--- config.mk ---
export PLATFORM = sky130hd
export DESIGN_NAME = smartcard_atr_parser
export DESIGN_NICKNAME = d
export VERILOG_FILES = /design/src/design/scatr_pkg.sv /design/src/design/scatr_decode.sv /design/src/design/smartcard_atr_parser.sv
export VERILOG_INCLUDE_DIRS = /design/src /design/src/design
export SDC_FILE = /design/constraint.sdc
export NUM_CORES = 1
export LEC_CHECK = 0
export BUFFER_PORTS_ARGS = -buffer_cell sky130_fd_sc_hd__buf_4
export CELL_PAD_IN_SITES_DETAIL_PLACEMENT = 2
export CELL_PAD_IN_SITES_GLOBAL_PLACEMENT = 2
export CORE_ASPECT_RATIO = 1.5
export CORE_MARGIN = 3
export CORE_UTILIZATION = 37
export DETAILED_ROUTE_END_ITERATION = 10
export PLACE_DENSITY_LB_ADDON = 0.3
export RECOVER_POWER = 25
export SLEW_MARGIN = 20
export SYNTH_ARGS = -nofsm -noshare
export SYNTH_HDL_FRONTEND = slang
export SYNTH_HIERARCHICAL = 1
export SYNTH_SLANG_ARGS = --single-unit
--- constraint.sdc ---
create_clock -name clock -period 2.5 [get_ports clock]
set_input_delay 0.125 -clock clock [delete_from_list [all_inputs] [get_ports clock]]
set_output_delay 0.125 -clock clock [all_outputs]
set_load 0.01 [all_outputs]
--- src/design/smartcard_atr_parser_defines.svh ---
// Assertion macros shared by the answer-to-reset parser RTL.
`ifndef SMARTCARD_ATR_PARSER_DEFINES_SVH
`define SMARTCARD_ATR_PARSER_DEFINES_SVH

`ifndef ASSERT_OFF
// Clocked check, masked while reset is high.
`define SCATR_ASSERT(label, clk, rst, prop) \
   label: assert property (@(posedge clk) disable iff (rst) prop) \
      else $error("scatr assertion failed");
// Clocked check that also holds across reset.
`define SCATR_ASSERT_ALWAYS(label, clk, prop) \
   label: assert property (@(posedge clk) prop) \
      else $error("scatr assertion failed");
`else
`define SCATR_ASSERT(label, clk, rst, prop)
`define SCATR_ASSERT_ALWAYS(label, clk, prop)
`endif

`endif

--- src/design/scatr_pkg.sv ---
// Types, codes and lookup tables of the answer-to-reset parser.
package scatr_pkg;

   // parse phases
   localparam logic [2:0] PH_TS   = 3'd0;
   localparam logic [2:0] PH_T0   = 3'd1;
   localparam logic [2:0] PH_IF   = 3'd2;
   localparam logic [2:0] PH_HIST = 3'd3;
   localparam logic [2:0] PH_TCK  = 3'd4;
   localparam logic [2:0] PH_DONE = 3'd5;

   // field kinds
   localparam logic [3:0] KIND_TS     = 4'd0;
   localparam logic [3:0] KIND_T0     = 4'd1;
   localparam logic [3:0] KIND_TA     = 4'd2;
   localparam logic [3:0] KIND_TB     = 4'd3;
   localparam logic [3:0] KIND_TC     = 4'd4;
   localparam logic [3:0] KIND_TD     = 4'd5;
   localparam logic [3:0] KIND_HIST   = 4'd6;
   localparam logic [3:0] KIND_TCK    = 4'd7;
   localparam logic [3:0] KIND_EXCESS = 4'd8;

   // decode kinds
   localparam logic [4:0] DK_NONE     = 5'd0;
   localparam logic [4:0] DK_CONV     = 5'd1;
   localparam logic [4:0] DK_FORMAT   = 5'd2;
   localparam logic [4:0] DK_RATES    = 5'd3;
   localparam logic [4:0] DK_SPECIFIC = 5'd4;
   localparam logic [4:0] DK_IFSC     = 5'd5;
   localparam logic [4:0] DK_CLASS    = 5'd6;
   localparam logic [4:0] DK_PROG     = 5'd7;
   localparam logic [4:0] DK_NO_VPP   = 5'd8;
   localparam logic [4:0] DK_PI2      = 5'd9;
   localparam logic [4:0] DK_PI2_RFU  = 5'd10;
   localparam logic [4:0] DK_BWI_CWI  = 5'd11;
   localparam logic [4:0] DK_EGT      = 5'd12;
   localparam logic [4:0] DK_WI       = 5'd13;
   localparam logic [4:0] DK_EDC      = 5'd14;
   localparam logic [4:0] DK_TD       = 5'd15;
   localparam logic [4:0] DK_EXCESS   = 5'd16;

   // status codes
   localparam logic [2:0] ST_BUSY      = 3'd0;
   localparam logic [2:0] ST_OK        = 3'd1;
   localparam logic [2:0] ST_BAD_CHECK = 3'd2;
   localparam logic [2:0] ST_TRUNC     = 3'd3;
   localparam logic [2:0] ST_EXCESS    = 3'd4;

   // convention and error code values carried in part_low
   localparam logic [5:0] CONV_DIRECT  = 6'd0;
   localparam logic [5:0] CONV_INVERSE = 6'd1;
   localparam logic [5:0] CONV_UNDEF   = 6'd2;
   localparam logic [5:0] EDC_LRC      = 6'd0;
   localparam logic [5:0] EDC_CRC      = 6'd1;
   localparam logic [5:0] EDC_RFU      = 6'd2;

   localparam logic [7:0] TS_DIRECT    = 8'h3B;
   localparam logic [7:0] TS_INVERSE   = 8'h3F;
   localparam logic [7:0] PI2_LOW      = 8'd50;
   localparam logic [7:0] PI2_HIGH     = 8'd250;
   localparam logic [3:0] GROUP_MAX    = 4'd15;
   localparam logic [3:0] PROTO_T1     = 4'd1;

   typedef struct packed {
      logic [2:0] phase;
      logic [3:0] pending;
      logic [3:0] group;
      logic [3:0] protocol;
      logic [3:0] hist_left;
      logic [7:0] xor_acc;
      logic       check_req;
      logic       excess;
   } state_type;

   localparam state_type STATE_RESET = '{
      phase:     PH_TS,
      pending:   4'd0,
      group:     4'd1,
      protocol:  4'd0,
      hist_left: 4'd0,
      xor_acc:   8'd0,
      check_req: 1'b0,
      excess:    1'b0
   };

   typedef struct packed {
      logic [3:0]  field_kind;
      logic [3:0]  group_index;
      logic [3:0]  protocol_in_effect;
      logic [7:0]  echo_byte;
      logic [4:0]  decode_kind;
      logic [3:0]  part_high;
      logic [5:0]  part_low;
      logic [11:0] clock_rate_factor;
      logic [5:0]  baud_divisor;
      logic [2:0]  status;
   } result_type;

   // next phase once a byte has been consumed
   function automatic logic [2:0] settle_phase(input logic [3:0] pending,
                                               input logic [3:0] hist_left,
                                               input logic       check_req);
      logic [2:0] ph;
      if (pending != 4'd0)
         ph = PH_IF;
      else if (hist_left != 4'd0)
         ph = PH_HIST;
      else if (check_req)
         ph = PH_TCK;
      else
         ph = PH_DONE;
      return ph;
   endfunction

   // clock rate conversion factor Fi, zero for reserved codes
   function automatic logic [11:0] fi_lookup(input logic [3:0] code);
      logic [11:0] fi;
      unique case (code)
         4'd0, 4'd1: fi = 12'd372;
         4'd2:       fi = 12'd558;
         4'd3:       fi = 12'd744;
         4'd4:       fi = 12'd1116;
         4'd5:       fi = 12'd1488;
         4'd6:       fi = 12'd1860;
         4'd9:       fi = 12'd512;
         4'd10:      fi = 12'd768;
         4'd11:      fi = 12'd1024;
         4'd12:      fi = 12'd1536;
         4'd13:      fi = 12'd2048;
         default:    fi = 12'd0;
      endcase
      return fi;
   endfunction

   // baud rate adjustment factor Di, zero for reserved codes
   function automatic logic [5:0] di_lookup(input logic [3:0] code);
      logic [5:0] di;
      unique case (code)
         4'd1:    di = 6'd1;
         4'd2:    di = 6'd2;
         4'd3:    di = 6'd4;
         4'd4:    di = 6'd8;
         4'd5:    di = 6'd16;
         4'd6:    di = 6'd32;
         4'd8:    di = 6'd12;
         4'd9:    di = 6'd20;
         default: di = 6'd0;
      endcase
      return di;
   endfunction

endpackage

--- src/design/scatr_decode.sv ---
// Byte classifier and field decoder with next-state logic of the parser.
module scatr_decode (
   input  scatr_pkg::state_type  state_cur,
   input  logic [7:0]            atr_byte,
   input  logic                  last_byte,
   output scatr_pkg::state_type  state_next,
   output scatr_pkg::result_type result
);
   import scatr_pkg::*;

   state_type  work;
   result_type res;

   always_comb begin
      work = state_cur;
      res = '0;
      res.echo_byte = atr_byte;
      res.protocol_in_effect = state_cur.protocol;

      case (state_cur.phase)
         PH_TS: begin
            res.field_kind = KIND_TS;
            res.decode_kind = DK_CONV;
            if (atr_byte == TS_DIRECT)
               res.part_low = CONV_DIRECT;
            else if (atr_byte == TS_INVERSE)
               res.part_low = CONV_INVERSE;
            else
               res.part_low = CONV_UNDEF;
            work.phase = PH_T0;
         end
         PH_T0: begin
            res.field_kind = KIND_T0;
            res.decode_kind = DK_FORMAT;
            res.part_high = atr_byte[7:4];
            res.part_low = {2'b00, atr_byte[3:0]};
            work.xor_acc = state_cur.xor_acc ^ atr_byte;
            work.pending = atr_byte[7:4];
            work.hist_left = atr_byte[3:0];
            work.phase = settle_phase(work.pending, work.hist_left, work.check_req);
         end
         PH_IF: begin
            work.xor_acc = state_cur.xor_acc ^ atr_byte;
            res.group_index = state_cur.group;
            priority if (state_cur.pending[0]) begin
               res.field_kind = KIND_TA;
               work.pending[0] = 1'b0;
               if (state_cur.group == 4'd1) begin
                  res.decode_kind = DK_RATES;
                  res.part_high = atr_byte[7:4];
                  res.part_low = {2'b00, atr_byte[3:0]};
                  res.clock_rate_factor = fi_lookup(atr_byte[7:4]);
                  res.baud_divisor = di_lookup(atr_byte[3:0]);
               end else if (state_cur.group == 4'd2) begin
                  res.decode_kind = DK_SPECIFIC;
                  res.part_high = atr_byte[7:4];
                  res.part_low = {2'b00, atr_byte[3:0]};
               end else if (state_cur.protocol == PROTO_T1) begin
                  res.decode_kind = DK_IFSC;
               end else begin
                  res.decode_kind = DK_CLASS;
                  res.part_high = {2'b00, atr_byte[7:6]};
                  res.part_low = atr_byte[5:0];
               end
            end else if (state_cur.pending[1]) begin
               res.field_kind = KIND_TB;
               work.pending[1] = 1'b0;
               if (state_cur.group == 4'd1) begin
                  if (atr_byte[4:0] == 5'd0) begin
                     res.decode_kind = DK_NO_VPP;
                  end else begin
                     res.decode_kind = DK_PROG;
                     res.part_high = {1'b0, atr_byte[7:5]};
                     res.part_low = {1'b0, atr_byte[4:0]};
                  end
               end else if (state_cur.group == 4'd2) begin
                  if (atr_byte >= PI2_LOW && atr_byte <= PI2_HIGH)
                     res.decode_kind = DK_PI2;
                  else
                     res.decode_kind = DK_PI2_RFU;
               end else if (state_cur.protocol == PROTO_T1) begin
                  res.decode_kind = DK_BWI_CWI;
                  res.part_high = atr_byte[7:4];
                  res.part_low = {2'b00, atr_byte[3:0]};
               end
            end else if (state_cur.pending[2]) begin
               res.field_kind = KIND_TC;
               work.pending[2] = 1'b0;
               if (state_cur.group == 4'd1) begin
                  res.decode_kind = DK_EGT;
               end else if (state_cur.group == 4'd2) begin
                  res.decode_kind = DK_WI;
               end else if (state_cur.group == 4'd3 && state_cur.protocol == PROTO_T1) begin
                  res.decode_kind = DK_EDC;
                  if (atr_byte == 8'd0)
                     res.part_low = EDC_LRC;
                  else if (atr_byte == 8'd1)
                     res.part_low = EDC_CRC;
                  else
                     res.part_low = EDC_RFU;
               end
            end else begin
               // TD: opens the next group and names its protocol
               res.field_kind = KIND_TD;
               res.decode_kind = DK_TD;
               res.part_high = atr_byte[7:4];
               res.part_low = {2'b00, atr_byte[3:0]};
               work.pending = atr_byte[7:4];
               if (state_cur.group != GROUP_MAX)
                  work.group = state_cur.group + 4'd1;
               work.protocol = atr_byte[3:0];
               if (atr_byte[3:0] != 4'd0)
                  work.check_req = 1'b1;
            end
            work.phase = settle_phase(work.pending, work.hist_left, work.check_req);
         end
         PH_HIST: begin
            res.field_kind = KIND_HIST;
            work.xor_acc = state_cur.xor_acc ^ atr_byte;
            if (state_cur.hist_left != 4'd0)
               work.hist_left = state_cur.hist_left - 4'd1;
            work.phase = settle_phase(work.pending, work.hist_left, work.check_req);
         end
         PH_TCK: begin
            res.field_kind = KIND_TCK;
            work.xor_acc = state_cur.xor_acc ^ atr_byte;
            work.phase = PH_DONE;
         end
         default: begin
            // done and unused codes: the byte is surplus
            res.field_kind = KIND_EXCESS;
            res.decode_kind = DK_EXCESS;
            work.excess = 1'b1;
            work.phase = PH_DONE;
         end
      endcase

      if (last_byte) begin
         priority if (work.phase != PH_DONE)
            res.status = ST_TRUNC;
         else if (work.excess)
            res.status = ST_EXCESS;
         else if (work.check_req && work.xor_acc != 8'd0)
            res.status = ST_BAD_CHECK;
         else
            res.status = ST_OK;
      end
   end

   assign state_next = last_byte ? STATE_RESET : work;
   assign result = res;

endmodule

--- src/design/smartcard_atr_parser.sv ---
// Top level of the ISO 7816-3 answer-to-reset parser.
// Usage:
//   Feed the answer to reset one byte per req beat (req_atr_byte), with
//   req_last_byte set on its final byte. Every request beat yields exactly
//   one rsp beat: the byte's class (TS, T0, TAi..TDi, historical, TCK,
//   excess), its group and protocol, the decoded fields, Fi/Di for TA1 and,
//   on the final byte, the overall status (ok, bad TCK, truncated, excess).
//   After the final byte the parser rearms and expects a fresh TS.
// Timing:
//   A beat is latched in the request register, decoded against the parse
//   state once the response register is free and written into the
//   response register, which drives rsp_valid. One beat per cycle
//   sustained while rsp_stall stays low.
// Flow control:
//   While rsp_stall holds, the response stays put; one more request beat
//   is buffered, then req_stall rises until the response is taken.
// Reset:
//   Synchronous reset empties both registers and returns the parser to
//   the TS-expected state with a cleared checksum.
module smartcard_atr_parser (
   input  logic        clock,
   input  logic        reset,
   input  logic        req_valid,
   output logic        req_stall,
   input  logic [7:0]  req_atr_byte,
   input  logic        req_last_byte,
   output logic        rsp_valid,
   input  logic        rsp_stall,
   output logic [3:0]  rsp_field_kind,
   output logic [3:0]  rsp_group_index,
   output logic [3:0]  rsp_protocol_in_effect,
   output logic [7:0]  rsp_echo_byte,
   output logic [4:0]  rsp_decode_kind,
   output logic [3:0]  rsp_part_high,
   output logic [5:0]  rsp_part_low,
   output logic [11:0] rsp_clock_rate_factor,
   output logic [5:0]  rsp_baud_divisor,
   output logic [2:0]  rsp_status
);
   import scatr_pkg::*;

   `include "smartcard_atr_parser_defines.svh"

   // request register
   logic       in_valid_ff, in_valid_in;
   logic [7:0] in_byte_ff, in_byte_in;
   logic       in_last_ff, in_last_in;

   // parse state
   state_type  state_ff, state_in;
   state_type  state_next;

   // response register
   logic       out_valid_ff, out_valid_in;
   result_type result_ff, result_in;
   result_type result_next;

   logic in_take;
   logic out_free;
   logic advance;

   // the response slot frees when empty or when its beat leaves now
   assign out_free  = !out_valid_ff || !rsp_stall;
   assign advance   = in_valid_ff && out_free;
   assign req_stall = in_valid_ff && !out_free;
   assign in_take   = req_valid && !req_stall;

   scatr_decode u_decode (
      .state_cur  (state_ff),
      .atr_byte   (in_byte_ff),
      .last_byte  (in_last_ff),
      .state_next (state_next),
      .result     (result_next)
   );

   always_comb begin
      // hold the request beat until the decoder consumes it
      if (in_take)
         in_valid_in = 1'b1;
      else if (advance)
         in_valid_in = 1'b0;
      else
         in_valid_in = in_valid_ff;
      in_byte_in = in_take ? req_atr_byte : in_byte_ff;
      in_last_in = in_take ? req_last_byte : in_last_ff;

      // advance the parse state once per decoded byte
      state_in = advance ? state_next : state_ff;

      // load a new response, drop a taken one, else hold
      if (advance)
         out_valid_in = 1'b1;
      else if (out_valid_ff && !rsp_stall)
         out_valid_in = 1'b0;
      else
         out_valid_in = out_valid_ff;
      result_in = advance ? result_next : result_ff;
   end

   always_ff @(posedge clock) begin
      if (reset) begin
         in_valid_ff  <= 1'b0;
         out_valid_ff <= 1'b0;
         state_ff     <= STATE_RESET;
      end else begin
         in_valid_ff  <= in_valid_in;
         out_valid_ff <= out_valid_in;
         state_ff     <= state_in;
      end
   end

   always_ff @(posedge clock) begin
      in_byte_ff <= in_byte_in;
      in_last_ff <= in_last_in;
      result_ff  <= result_in;
   end

   assign rsp_valid              = out_valid_ff;
   assign rsp_field_kind         = result_ff.field_kind;
   assign rsp_group_index        = result_ff.group_index;
   assign rsp_protocol_in_effect = result_ff.protocol_in_effect;
   assign rsp_echo_byte          = result_ff.echo_byte;
   assign rsp_decode_kind        = result_ff.decode_kind;
   assign rsp_part_high          = result_ff.part_high;
   assign rsp_part_low           = result_ff.part_low;
   assign rsp_clock_rate_factor  = result_ff.clock_rate_factor;
   assign rsp_baud_divisor       = result_ff.baud_divisor;
   assign rsp_status             = result_ff.status;

   // a decoded final byte rearms the parser with a cleared checksum
   `SCATR_ASSERT(a_rearm_after_last, clock, reset, (advance && in_last_ff) |=> (state_ff == STATE_RESET))
   // back-pressure only while both registers are occupied
   `SCATR_ASSERT_ALWAYS(a_stall_when_full, clock, req_stall |-> (in_valid_ff && out_valid_ff))
   // surplus bytes only ever follow a completed answer
   `SCATR_ASSERT(a_excess_after_done, clock, reset, state_ff.excess |-> (state_ff.phase == PH_DONE))
   // interface bytes still owed keep the parser in the interface phase
   `SCATR_ASSERT(a_pending_in_if, clock, reset, (state_ff.pending != 4'd0) |-> (state_ff.phase == PH_IF))

endmodule
Word-level counts from Yosys, hierarchy flattened
Memories as Yosys holds them, arrays and structs flattened. A register that Yosys moved wholly into a read port is not among the register bits. Index checks and enable logic that the tools add are counted.

Register bits: 90. Bits in read-only memories: 272. Bits of input ports: 13. Output and inout bits: 58. Logic and storage cells: 160. Memories: 2.

$add $sub $neg: 2. Magnitude comparators: 2. Equality and inequality tests: 16. Mux-type cells: 75. Bitwise gates (word level): 2. Reductions and logical operators: 39.

Memories: (no name shown) (words 16, width 11, rd ports 1, clocked after memory_dff 1, write ports 0, line scatr_pkg.sv:118) `unique case (code)`; (no name shown) (words 16, width 6, rd ports 1, clocked after memory_dff 1, write ports 0, line scatr_pkg.sv:138) `unique case (code)`.

Operator list (number): $mux W15 (5); $mux W4 (9); $mux W6 (6); $mux W8 (4); $mux W29 (1); $mux W3 (9); $pmux W4 S2 (3); $reduce_bool A4 Y1 (6); $mux W10 (2); $pmux W4 S5 (1); $pmux W5 S4 (1); $mux W1 (19); $mux W9 (2); $pmux W6 S3 (1); $eq A8 B6 Y1 const B (2); $mux W5 (3); $mux W14 (1); $mux W2 (7); $pmux W3 S4 (1); $eq A4 B1 Y1 const B (2); $eq A4 B2 Y1 const B (2); $eq A8 B1 Y1 const B (1); $ge A8 B6 Y1 const B (1); $le A8 B8 Y1 const B (1); other kinds (26) (46).

Logic depth before layout (Yosys ltp)
Depth in word-level cells: 12. Mapped depth: 10. Mapped depth without buffers: 10.

Cells and area by module
The synthesis kept the hierarchy.

By module, submodules not included: smartcard_atr_parser (times used 1, cells each 200, area each 3337.0 um^2, sequential area each 2572.5 um^2); scatr_decode (times used 1, cells each 384, area each 2312.2 um^2, sequential area each 0.0 um^2).

Worst setup path after synthesis
No wires, ideal clock.

Path type: register -> register. Start: reg state_ff[18] (netlist bit). End: reg result_ff, in the netlist rsp_part_low[1] (data pin). Library setup time: 0.169 ns. Data arrival time: 1.997 ns. Required time: 2.331 ns. Slack: 0.334 ns. Cell stages (with the launch flop): 9. Path buffers: 0. Period minus slack after synthesis: 2.166 ns. Cells stage by stage: dfxtp_1 inv_1 ha_1 or2_2 a21oi_4 a31oi_1 a211o_1 or3_1 o31ai_1.

RTL lines: start: declaration (line smartcard_atr_parser.sv:50) `state_type state_ff, state_in;`; start signal: assignment (line smartcard_atr_parser.sv:108) `state_ff <= state_in;`; end signal: assignment (line smartcard_atr_parser.sv:115) `result_ff <= result_in;`; end: declaration (line smartcard_atr_parser.sv:55) `result_type result_ff, result_in;`.

Final worst setup path
Start: reg in_byte_ff[6]. End: reg result_ff, in the netlist rsp_status[0] (data pin).

Word-level cells in the longest chain between the ends: 9. Elaborated cells on any way between the ends: 17. Classes of those cells: eq/ne (1); mux (11); bitwise (1); reduce/logical (4).

Ends and longest elaborated chain: start: declaration (line smartcard_atr_parser.sv:46) `logic [7:0] in_byte_ff, in_byte_in;`; start signal: assignment (line smartcard_atr_parser.sv:113) `in_byte_ff <= in_byte_in;`; $mux W1 (line scatr_decode.sv:86) `end else if (state_cur.pending[2]) begin`; $mux W2 (line scatr_decode.sv:65) `end else if (state_cur.pending[1]) begin`; $mux W3 (line scatr_decode.sv:45) `priority if (state_cur.pending[0]) begin`; $mux W3 (line scatr_decode.sv:20) `case (state_cur.phase)`; $reduce_bool A4 Y1 (line scatr_pkg.sv:104) `if (pending != 4'd0)`; $mux W3 (line scatr_pkg.sv:104); $pmux W3 S4 (line scatr_decode.sv:20); $ne A3 B3 Y1 (line scatr_decode.sv:139) `priority if (work.phase != PH_DONE)`; $mux W2 (*) (line scatr_decode.sv:139).

Mark *: on every way between the ends. The rest lies on a longest branch, timed or not. The select of a mux whose other input is x is not followed. A chain may end at the register's enable or synchronous reset.

==> results.toml <==
[outcome]
status = "finished, final reports clean"

[layout]
diodes = 0
layout.nets = 675
area.growth.synth_to_final_pct = 17.7
drive_gt1_share_pct = 16.9

[power_and_ir_drop]
power_leakage_nw = 2.34
power_density_nw_per_um2 = 534
power.ir.vdd_worst_uv = 273

[logic_synthesis]
synth_top_flop_cell = "edfxtp_1"
synth.net_count = 607
yosysUniqueCellTypes = 71
async_reset_ff_share_pct = 0
synth_seq_cells = 96
synth-seq-area-share_pct = 45.5
synth_warnings = 6
synth-edff-count = 65
post_synthesis_instance_area_sq_um = 5650
synthesis.area_per_instance_sq_um = 9.67
synthesis.instances = 584

[floorplanning]
rows = 54
fp.dieH_um = 157
floorplan.die.width_um = 107
die_area_sq_um = 16800
initial_core_util_pct = 38.4
fp.coreArea_sq_um = 14700
num_io_pins = 71

[worst_setup_path]
setup.worst_path.end_class = "register"
critical_path.reg2reg.startpoint = "in_byte_ff[6]"
critical_path.cell_chain = "or3_4, a2111oi_4, nand2_1, or2_0, a32oi_1, o22ai_1"
crit-reg2reg-capture = "rsp_status[0]"
critical_path_buf_inv_count = 0
worstPathArrival_ns = 2.48
critical_path_class = "reg2reg"
crit_path_top_delay_cell = "or3_4"
critPathRequiredTime_ns = 2.58
worst-path-max-fanout = 3
cpPeakStageDelay_ns = 0.45
path_delay_family = "compound AO/OA/AOI/OAI gates"
timing.critical_path.from_type = "register"
rrSetupSlack_ns = 0.10
r2r_cells = 6

[place]
buffer_ports.inserted = 70
hpwl_um = 13300
gp_congestion = 0.839
post-place-ws_ns = 0.0792

[timing]
tightest_slew_margin_relative_to_the_limit_pct = 53.0
finalWorstSetupSlack_ns = 0.104
timing.final.crit_share_pct = 95.8
fmax_ghz = 0.417
timing.clock.skew_ns = 0.00841
finalSetupTns_ns = 0
timing_worst_slew_pin_value_ns = 0.695
timing.final.setup_violations = 0
hold_viol_final = 0
setup_repair_after_global_routing_missed_its_margin = "no"
timing_max_transition_violations_final = 0
final_period_minus_worst_setup_slack_ns = 2.40

[cts]
cts_root_buf = "clkbuf_16"
clock_insertion_delay_worst_skew_ns = 0.35
tritoncts_clock_tree = "built"
max-clock-path-buffers = 2
ctsHtreeMaxLevel = 3
numCtsBuffers = 9
cts_num_sinks = 96
clkTransAtPathRegs_ns = 0.08

[grt]
globalRouteTotalUtil_pct = 23.7
gr-total-overflow = 0
grt_max_degree = 86
antenna_violations_before_repair = 0
grt_pass1_vias = 5279
grt_pass1_wl_um = 30400

[routing]
remaining_design_rule_violation_count = 0
antenna_left = 0
route.detailed.vias_per_inst = 5.65
drt_iter0_markers = 301
drt-pass1-iter-count = 4
routedWlPerCell_um = 22.9
num_vias = 4823
detail_route.wirelength_um = 19500

[worst_hold_path]
hold_path.startpoint = "req_valid"
min_delay_worst_endpoint = "in_valid_ff"
min_path_type = "in2reg"
min_path_cells = 3

[run]
max_cap_viol_count = 0
[worst register-to-register path, delay by kind of cell (launching register included)]
family,cells,cell delay (ns)
compound gates,3,0.90
flops,1,0.42
simple gates,3,0.81
[registers in the layout, indices dropped and copies added, names as in the netlist]
signal	count
state_ff	29
rsp_decode_kind	5
rsp_part_low	6
rsp_part_high	4
rsp_group_index	4
rsp_field_kind	4
rsp_baud_divisor	6
rsp_status	3
in_valid_ff	1
rsp_protocol_in_effect	4
in_last_ff	1
in_byte_ff	8
rsp_clock_rate_factor	12
rsp_echo_byte	8
rsp_valid	1
[routing by layer]
metal | GRT usage, % | share of wire (%) | up-vias
li1 | - | - | 2200
met1 | 26.2 | 39 | 2477
met2 | 44.4 | 54 | 112
met3 | 4.39 | 3.1 | 34
met4 | 9.08 | 3.3 | 0
met5 | 0 | 0 | -
[report_power, final]
group	leakage (nW)	switching [mW]	internal (mW)
logic	1.33	0.240	0.151
clock network	0.135	0.692	0.694
registers	0.881	0.0291	1.74
[cell type report]
| class | instances | area, sq um |
|---|---|---|
| clock buffers | 9 | 225 |
| repair buffers | 113 | 763 |
| clock inverters | 7 | 61.3 |
| multi-input cells | 413 | 2710 |
| well taps | 196 | 245 |
| inverters | 19 | 71.3 |
| flip-flops and latches | 96 | 2580 |
| fillers | 1646 | 8080 |
[synth_stat cells, drive strengths merged, types with 4 or more instances]
library cell  count  area share [%]
nor3             16             1.4
nor4b             8             1.5
o32ai             4            0.62
nor2             65             4.3
mux2i            34             6.0
clkbuf           33             2.2
nand2b           64             7.1
xor2              7             1.1
inv              19             1.3
nand2            41             2.7
o211ai            4            0.53
xnor2             8             1.2
dfxtp            31              11
nor2b             5            0.55
ha               10             2.2
buf              23             3.3
edfxtp           65              35
a211oi           10             1.3
o21ai            18             1.6
nand3             9            0.89
a31oi             9             1.0
and3              5            0.55
or2               4            0.44
a21oi            33             3.1
[logic make-up after synthesis]
logic type,after synthesis,synth area share (%)
buffers and inverters,75,6.75
flip-flops,96,45.5
AND/OR/NAND/NOR,240,22.8
AO/OA/AOI/OAI,109,13.3
other,1,0.0664
XOR/XNOR,15,2.33
multiplexers,37,6.82
adder cells (fa/ha/maj),11,2.39
[placed cells by master (no fill, tap or decap), types with 3 or more instances in the layout]
master,synthesis,routed
a211oi_1,10,10
a21oi_1,32,32
a31oi_1,9,8
a32oi_1,3,3
and3_1,5,5
buf_4,13,64
clkbuf_1,33,32
clkbuf_16,0,9
clkbuf_4,0,7
dfxtp_1,31,28
dfxtp_2,0,3
dlygate4sd3_1,0,9
edfxtp_1,65,65
ha_1,10,10
inv_1,18,18
mux2i_1,34,34
nand2_1,41,41
nand2b_1,64,64
nand3_1,8,8
nand4_1,3,3
nor2_1,65,65
nor2b_1,5,5
nor3_1,16,16
nor4_1,3,3
nor4b_1,7,7
o211ai_1,4,4
o21ai_0,18,18
o22ai_1,3,3
o32ai_1,4,4
or2_2,3,3
xnor2_1,8,8
xor2_1,7,7
[worst max-delay path by stage]
stage	cells past startpoint	slack [ns]	start	to
after floorplan	8	0.33	state_ff[18]	rsp_part_low[1]
after global placement	6	0.21	in_byte_ff[6]	rsp_status[1]
after detailed placement	8	0.08	state_ff[18]	rsp_part_low[1]
after CTS	8	0.05	state_ff[18]	rsp_part_low[1]
after global routing	8	0.02	state_ff[18]	rsp_part_low[1]
final	6	0.10	in_byte_ff[6]	rsp_status[0]
[repair_timing]
action | in CTS | in global routing
hold buffers | 9 | 0
gates resized for setup | 0 | 5
setup endpoints to repair | 0 | 7
setup buffers | 0 | 1
hold endpoints to repair | 9 | 0
[through the flow]
step | cells | total power [mW] | area, sq um | hold WS [ns] | util, %
final | 853 | 3.55 | 6650 | 0.0511 | 45.1
after global routing | 853 | 3.68 | 6650 | 0.0425 | 45.1
after CTS | 852 | 3.58 | 6750 | 0.0485 | 45.8
after detailed placement | 827 | 2.20 | 6370 | 0.306 | 43.2
after global placement | 827 | 2.17 | 6370 | 0.303 | 43.2
after floorplan | 584 | 2.04 | 5650 | 0.224 | -
(Power assumes the default switching activity.)
